### src/design/ssd_pkg.sv
// Package of the signed shift-subtract divider: widths, status codes and the
// command and status structs between controller and datapath. No dependencies.
package ssd_pkg;

	localparam int DATA_WIDTH = 32;
	localparam int CNT_W = $clog2(DATA_WIDTH);

	localparam logic [DATA_WIDTH-1:0] MAX_POS = {1'b0, {(DATA_WIDTH-1){1'b1}}};

	localparam logic [1:0] ST_OK   = 2'd0;
	localparam logic [1:0] ST_DIV0 = 2'd1;
	localparam logic [1:0] ST_OVF  = 2'd2;

	typedef struct packed {
		logic load;
		logic step;
		logic finish;
	} ssd_cmd_t;

	typedef struct packed {
		logic last;
	} ssd_stat_t;

endpackage

### src/design/ssd_in_if.sv
// Input channel of the divider: valid/ready handshake carrying one operand word.
// Depends on ssd_pkg for the data width.
interface ssd_in_if;
	logic                                valid;
	logic                                ready;
	logic signed [ssd_pkg::DATA_WIDTH-1:0] numerator;
	logic signed [ssd_pkg::DATA_WIDTH-1:0] denominator;

	modport source (output valid, output numerator, output denominator, input ready);
	modport sink (input valid, input numerator, input denominator, output ready);
endinterface

### src/design/ssd_out_if.sv
// Output channel of the divider: valid/ready handshake carrying one result word.
// Depends on ssd_pkg for the data width.
interface ssd_out_if;
	logic                                valid;
	logic                                ready;
	logic signed [ssd_pkg::DATA_WIDTH-1:0] quotient_out;
	logic [1:0]                          status;

	modport source (output valid, output quotient_out, output status, input ready);
	modport sink (input valid, input quotient_out, input status, output ready);
endinterface

### src/design/ssd_datapath.sv
// Datapath of the divider: operand magnitudes, restoring shift-subtract step,
// bit counter and the result register. Depends on ssd_pkg.
module ssd_datapath (
	input  logic                                  clk,
	input  ssd_pkg::ssd_cmd_t                     cmd,
	output ssd_pkg::ssd_stat_t                    stat,
	input  logic signed [ssd_pkg::DATA_WIDTH-1:0] numerator,
	input  logic signed [ssd_pkg::DATA_WIDTH-1:0] denominator,
	output logic signed [ssd_pkg::DATA_WIDTH-1:0] quotient_out,
	output logic [1:0]                            status
);
	import ssd_pkg::*;

	localparam int W = DATA_WIDTH;

	logic [W-1:0]     den_q;
	logic [W-1:0]     dvd_q;
	logic [W-2:0]     rem_q;
	logic [CNT_W-1:0] cnt_q;
	logic             neg_q;
	logic             div0_q;
	logic [W-1:0]     res_q;
	logic [1:0]       st_q;

	logic [W-1:0] num_mag;
	logic [W-1:0] den_mag;
	logic [W-1:0] shifted;
	logic [W:0]   diff;
	logic         fits;

	assign num_mag = numerator[W-1] ? (~numerator + 1'b1) : numerator;
	assign den_mag = denominator[W-1] ? (~denominator + 1'b1) : denominator;

	// Bring the next dividend bit into the partial remainder and try the divisor.
	assign shifted = {rem_q, dvd_q[W-1]};
	assign diff    = {1'b0, shifted} - {1'b0, den_q};
	assign fits    = ~diff[W];

	always_ff @(posedge clk) begin
		if (cmd.load) begin
			dvd_q  <= num_mag;
			den_q  <= den_mag;
			rem_q  <= '0;
			cnt_q  <= CNT_W'(W - 1);
			neg_q  <= numerator[W-1] ^ denominator[W-1];
			div0_q <= (denominator == '0);
		end else if (cmd.step) begin
			rem_q <= fits ? diff[W-2:0] : shifted[W-2:0];
			dvd_q <= {dvd_q[W-2:0], fits};
			cnt_q <= cnt_q - 1'b1;
		end
	end

	// The quotient bits have replaced the dividend in dvd_q at this point.
	always_ff @(posedge clk) begin
		if (cmd.finish) begin
			if (div0_q) begin
				res_q <= MAX_POS;
				st_q  <= ST_DIV0;
			end else if (!neg_q && dvd_q[W-1]) begin
				res_q <= MAX_POS;
				st_q  <= ST_OVF;
			end else begin
				res_q <= neg_q ? (~dvd_q + 1'b1) : dvd_q;
				st_q  <= ST_OK;
			end
		end
	end

	assign stat.last    = (cnt_q == '0);
	assign quotient_out = res_q;
	assign status       = st_q;

endmodule

### src/design/ssd_controller.sv
// Controller of the divider: sequences load, the per-bit steps and the result
// write, and owns both handshakes. Depends on ssd_pkg.
module ssd_controller (
	input  logic               clk,
	input  logic               arst_n,
	input  logic               in_valid,
	output logic               in_ready,
	output logic               out_valid,
	input  logic               out_ready,
	output ssd_pkg::ssd_cmd_t  cmd,
	input  ssd_pkg::ssd_stat_t stat
);
	import ssd_pkg::*;

	localparam logic [1:0] S_IDLE = 2'd0;
	localparam logic [1:0] S_RUN  = 2'd1;
	localparam logic [1:0] S_FIN  = 2'd2;

	logic [1:0] state_q;
	logic [1:0] state_d;
	logic       out_valid_q;
	logic       can_write;

	assign can_write = ~out_valid_q | out_ready;
	assign in_ready  = (state_q == S_IDLE);
	assign out_valid = out_valid_q;

	always_comb begin
		state_d    = state_q;
		cmd.load   = 1'b0;
		cmd.step   = 1'b0;
		cmd.finish = 1'b0;
		case (state_q)
			S_IDLE: begin
				if (in_valid) begin
					cmd.load = 1'b1;
					state_d  = S_RUN;
				end
			end
			S_RUN: begin
				cmd.step = 1'b1;
				if (stat.last) begin
					state_d = S_FIN;
				end
			end
			S_FIN: begin
				if (can_write) begin
					cmd.finish = 1'b1;
					state_d    = S_IDLE;
				end
			end
			default: begin
				state_d = S_IDLE;
			end
		endcase
	end

	always_ff @(posedge clk or negedge arst_n) begin
		if (!arst_n) begin
			state_q     <= S_IDLE;
			out_valid_q <= 1'b0;
		end else begin
			state_q <= state_d;
			if (cmd.finish) begin
				out_valid_q <= 1'b1;
			end else if (out_ready) begin
				out_valid_q <= 1'b0;
			end
		end
	end

endmodule

### src/design/signed_shift_subtract_divider.sv
// Top level of the signed 32-bit restoring divider: controller plus datapath.
// Depends on ssd_pkg, ssd_in_if, ssd_out_if, ssd_controller and ssd_datapath.
//
//   channel   direction  word fields
//   div_in    sink       numerator[31:0] signed, denominator[31:0] signed
//   div_out   source     quotient_out[31:0] signed, status[1:0]
//
// A word goes from acceptance to a valid result in steps: the accepting edge
// loads the magnitudes, then one step per quotient bit in the shared
// subtract-and-compare unit, and a final write applies the sign and the
// saturation into the output register; that write waits while the output
// register holds an unaccepted result. The input is ready again once the write
// is done, so a new word is not taken before the last one has been written.
// Reset is asynchronous and active low; it clears the controller state and the
// output valid flag only.
// A result that waits on the output does not block the next input word; a new
// result waits in the final state until the output register is free.
module signed_shift_subtract_divider (
	input  logic      clk,
	input  logic      arst_n,
	ssd_in_if.sink    div_in,
	ssd_out_if.source div_out
);
	import ssd_pkg::*;

	ssd_cmd_t  cmd;
	ssd_stat_t stat;

	// The controller decides when to load, step and write the result; it
	// never looks at the payload.
	ssd_controller u_ctrl (
		.clk       (clk),
		.arst_n    (arst_n),
		.in_valid  (div_in.valid),
		.in_ready  (div_in.ready),
		.out_valid (div_out.valid),
		.out_ready (div_out.ready),
		.cmd       (cmd),
		.stat      (stat)
	);

	// The datapath holds the operands, the partial remainder and the quotient,
	// which shifts into the register that held the dividend.
	ssd_datapath u_dp (
		.clk          (clk),
		.cmd          (cmd),
		.stat         (stat),
		.numerator    (div_in.numerator),
		.denominator  (div_in.denominator),
		.quotient_out (div_out.quotient_out),
		.status       (div_out.status)
	);

endmodule

### src/flat_wrapper.sv
// flat-port wrapper written by rule: the top's interface ports become plain ports
module signed_shift_subtract_divider_flat import ssd_pkg::*;
  (clk, arst_n, div_in_valid, div_in_numerator, div_in_denominator, div_in_ready, div_out_valid, div_out_quotient_out, div_out_status, div_out_ready);
  ssd_in_if div_in_i ();
  ssd_out_if div_out_i ();
  input  logic clk;
  input  logic arst_n;
  input wire logic [$bits(div_in_i.valid)-1:0] div_in_valid;
  input wire logic [$bits(div_in_i.numerator)-1:0] div_in_numerator;
  input wire logic [$bits(div_in_i.denominator)-1:0] div_in_denominator;
  output wire logic [$bits(div_in_i.ready)-1:0] div_in_ready;
  output wire logic [$bits(div_out_i.valid)-1:0] div_out_valid;
  output wire logic [$bits(div_out_i.quotient_out)-1:0] div_out_quotient_out;
  output wire logic [$bits(div_out_i.status)-1:0] div_out_status;
  input wire logic [$bits(div_out_i.ready)-1:0] div_out_ready;
  assign div_in_i.valid = div_in_valid;
  assign div_in_i.numerator = div_in_numerator;
  assign div_in_i.denominator = div_in_denominator;
  assign div_in_ready = div_in_i.ready;
  assign div_out_valid = div_out_i.valid;
  assign div_out_quotient_out = div_out_i.quotient_out;
  assign div_out_status = div_out_i.status;
  assign div_out_i.ready = div_out_ready;
  signed_shift_subtract_divider u_core (.clk(clk), .arst_n(arst_n), .div_in(div_in_i), .div_out(div_out_i));
endmodule
### config.mk
export PLATFORM = sky130hd
export DESIGN_NAME = signed_shift_subtract_divider_flat
export DESIGN_NICKNAME = d
export VERILOG_FILES = /design/src/design/ssd_pkg.sv /design/src/design/ssd_in_if.sv /design/src/design/ssd_out_if.sv /design/src/design/ssd_datapath.sv /design/src/design/ssd_controller.sv /design/src/design/signed_shift_subtract_divider.sv /design/src/flat_wrapper.sv
export SDC_FILE = /design/constraint.sdc
export NUM_CORES = 1
export LEC_CHECK = 0
export BUFFER_PORTS_ARGS = -buffer_cell sky130_fd_sc_hd__buf_2
export CORE_UTILIZATION = 35
export DETAILED_ROUTE_END_ITERATION = 12
export GPL_TIMING_DRIVEN = 0
export PLACE_DENSITY = 0.61
export SKIP_LAST_GASP = 1
export SYNTH_ARGS = -nofsm -noshare
export SYNTH_HDL_FRONTEND = slang
export SYNTH_HIERARCHICAL = 1
export SYNTH_SLANG_ARGS = --single-unit
### constraint.sdc
create_clock -name clk -period 10.3 [get_ports clk]
set_clock_uncertainty 0.15 [all_clocks]
set_input_delay 1.03 -clock clk [delete_from_list [all_inputs] [get_ports clk]]
set_output_delay 1.03 -clock clk [all_outputs]
set_load 0.005 [all_outputs]
==> flow_summary.yaml <==
run_status:
  status: "finished clean"
routing:
  vias: 6987
  drtIter0Drc: 532
  final_antenna_net_count: 0
  viasPerCell: 5.06
  wire_per_inst_um: 14.8
  route.detailed.drc: 0
  drt_pass1_iterations: 6
  drt-total-wl_um: 20500
yosys:
  synth.cell_area_mm2: 0.00876
  synth_most_common_cell: "edfxtp_1"
  async_reset_ff_share_pct: 2.16
  ys_warn_count: 6
  netlist.area_leader.share_pct: 34.3
  seq_area_frac_synth_pct: 43.4
  avgSynthCellArea_um2: 9.52
  synthCells: 920
  synthTopCellsByArea: "edfxtp_1, dfxtp_1, xnor2_1"
  ys_ff_latch: 139
  synth.largest_area_cell: "edfxtp_1"
  synth_common_cells: "edfxtp_1, nor2_1, nand2_1"
  synth-edff-count: 100
  synth_flop_cell: "edfxtp_1"
  syn_nets: 1025
  synth.distinct_cells: 58
cts:
  postCtsHoldBufs: 0
  cts.sinks: 139
  cts-root-buf: "clkbuf_16"
  cts_resized: 0
  cts.clk_slew.worst_paths_ns: 0.06
  postCtsSetupBuffers: 0
  cts_tree: "built"
  clock_path_buffers: 2
  insertion_delay_ns: 0.43
  htree_levels: 4
  cts_made_buffers: 17
sta:
  hold_viol: 0
  setup_viol: 0
  slew_violations: 0
  rsz0062_at_grt: "false"
  finalCritPeriodShare_pct: 43.3
  finalSetupTns_ns: 0
  min_period_ns: 4.46
  worst_slack_ns: 5.84
  worst_slew_pin_slew_ns: 1.20
  clock.fmax_ghz: 0.224
  relSlewSlack_pct: 20.1
final_layout:
  syn_to_final_growth_pct: 17.0
  final_nets: 1146
  instances_no_fill: 1381
  stdcell_area_mm2: 0.0102
  drive_above_1_share_pct: 15.0
floorplanning:
  fp.dieArea_mm2: 0.0257
  coreArea_mm2: 0.0245
  rows: 57
  ios: 104
  start_util_pct: 35.8
  die_w_um: 160
  die_h_um: 160
setup_path:
  r2r_setup_slack_ns: 5.84
  crit_type: "reg2reg"
  end_kind: "flip-flop"
  cp_max_fo: 10
  rr_worst_depth: 14
  slowest_delay_ns: 0.58
  startpoint_type: "flip-flop"
  crit_chain: "inv_1 > ha_1 > fa_1 > nor2b_1 > o31ai_1 > a21oi_1 > a211oi_1 > a31oi_1 > a31o_2 > a21o_1 > buf_2 > clkbuf_1 > a31o_2 > a211oi_1"
  cp.arrival_ns: 4.64
  slowest_stage: "a211oi_1"
  cp_data_required_time_ns: 10.48
grt:
  grt_usage_pct: 16.1
  antenna_found_initial: 1
  grt_pass1_vias: 6395
  grt_max_degree: 36
  overflow: 0
  grt_pass1_wl_um: 32800
flow_run:
  max_cap_viol_count: 0
power_and_ir_drop:
  powerDensity_mw_per_mm2: 280
  vdd_drop_max_mv: 0.136
  fin_total_pwr_mw: 2.87
  leakage_nw: 4.01
placed_design:
  dp_hpwl_um: 15700
  dp_slack_ns: 5.93
  port_buffers: 102
  place_inst: 1346
  place_area_mm2: 0.00968
  gp_congestion: 0.826
min_path:
  worstHoldPathType: "in2async"
power by group:
group	total [mW]	internal, mW	leakage (nW)	switching, mW
Combinational	1.30	0.569	2.47	0.728
Sequential	0.989	0.830	1.28	0.160
Clock	0.581	0.316	0.261	0.265
Total	2.87	1.72	4.01	1.15
final cells by class:
cell class | count | area (um2)
plain buffers | 45 | 173
diodes | 3 | 7.51
inverters | 46 | 173
flip-flops and latches | 139 | 3800
well taps | 324 | 405
clock inverters | 15 | 129
multi-input cells | 690 | 4620
repair buffers | 102 | 510
clock buffers | 17 | 425
fillers | 2426 | 14200
placed cells by master (no fill, tap or decap), drive strengths merged, types with 5 or more instances in the layout:
master  synthesis  layout
and2            5       5
nand2b         15      15
buf             6     108
a21oi          70      70
dfxtp          36      36
ha             36      36
o31ai          23      23
nor2           82      82
inv            46      55
xnor2          57      57
o21ai          54      54
or4            16      16
nor3           12      12
edfxtp        100     100
or2             5       5
o41ai          13      13
and3           12      12
nor4            8       8
mux2i          26      26
nand3           9       9
or3            13      13
nand2          80      80
a31oi           5       5
xor2           56      56
a211oi         26      26
a21o           15      15
clkbuf         39      56
nor2b           7       7
o21a            5       5
state kept, by name (all words and copies together), names as in the netlist:
| signal | flops |
|---|---|
| u_core/u_dp/den_q | 32 |
| u_core/u_dp/dvd_q | 32 |
| u_core/u_dp/quotient_out | 32 |
| u_core/u_dp/rem_q | 31 |
| u_core/u_dp/cnt_q | 5 |
| u_core/u_ctrl/state_q | 2 |
| u_core/u_dp/status | 2 |
| u_core/u_ctrl/out_valid | 1 |
| u_core/u_dp/div0_q | 1 |
| u_core/u_dp/neg_q | 1 |
logic make-up (layout without fill, tap and decap cells):
group | Yosys count | after routing | synth area share (%)
AND/OR/NAND/NOR | 277 | 277 | 15.7
adder cells (fa/ha/maj) | 37 | 37 | 5.37
XOR/XNOR | 113 | 113 | 11.3
flip-flops | 139 | 139 | 43.4
multiplexers | 28 | 28 | 3.23
other | 0 | 3 | 0
buffers and inverters | 91 | 225 | 3.94
AO/OA/AOI/OAI | 235 | 235 | 17.1
layer usage:
metal | global-route usage [%] | routed length [um]
met1 | 22.3 | 10000
met2 | 25.7 | 9220
met3 | 2.73 | 920
met4 | 4.81 | 276
met5 | 0 | 0
through the flow:
| stage | hold slack, ns | utilization [%] |
|---|---|---|
| final | 0.248 | 41.9 |
| after global placement | 0.341 | 39.5 |
| after CTS | 0.239 | 41.8 |
| after floorplan | 0.320 | - |
| after detailed placement | 0.347 | 39.6 |
| after global routing | 0.238 | 41.9 |
worst max-delay path, delay by kind of cell, from the launching register on:
| family | cells | cell delay, ns |
|---|---|---|
| compound gates | 8 | 2.58 |
| fa+ha+maj | 2 | 0.44 |
| buf+inv | 3 | 0.70 |
| flops | 1 | 0.42 |
| simple gates | 1 | 0.07 |
worst paths after layout:
| kind | start | end |
|---|---|---|
| max in group asynchronous | arst_n | u_core/u_ctrl/state_q[0] |
| worst min-delay path | arst_n | u_core/u_ctrl/out_valid |
| worst max-delay path | u_core/u_dp/dvd_q[31] | u_core/u_dp/rem_q[15] |
| worst min register to register | u_core/u_dp/rem_q[23] | u_core/u_dp/rem_q[23] |
| worst max register to register | u_core/u_dp/dvd_q[31] | u_core/u_dp/rem_q[15] |
| min in group clk | u_core/u_dp/rem_q[23] | u_core/u_dp/rem_q[23] |
No activity file was read; power rests on OpenSTA's default activity.
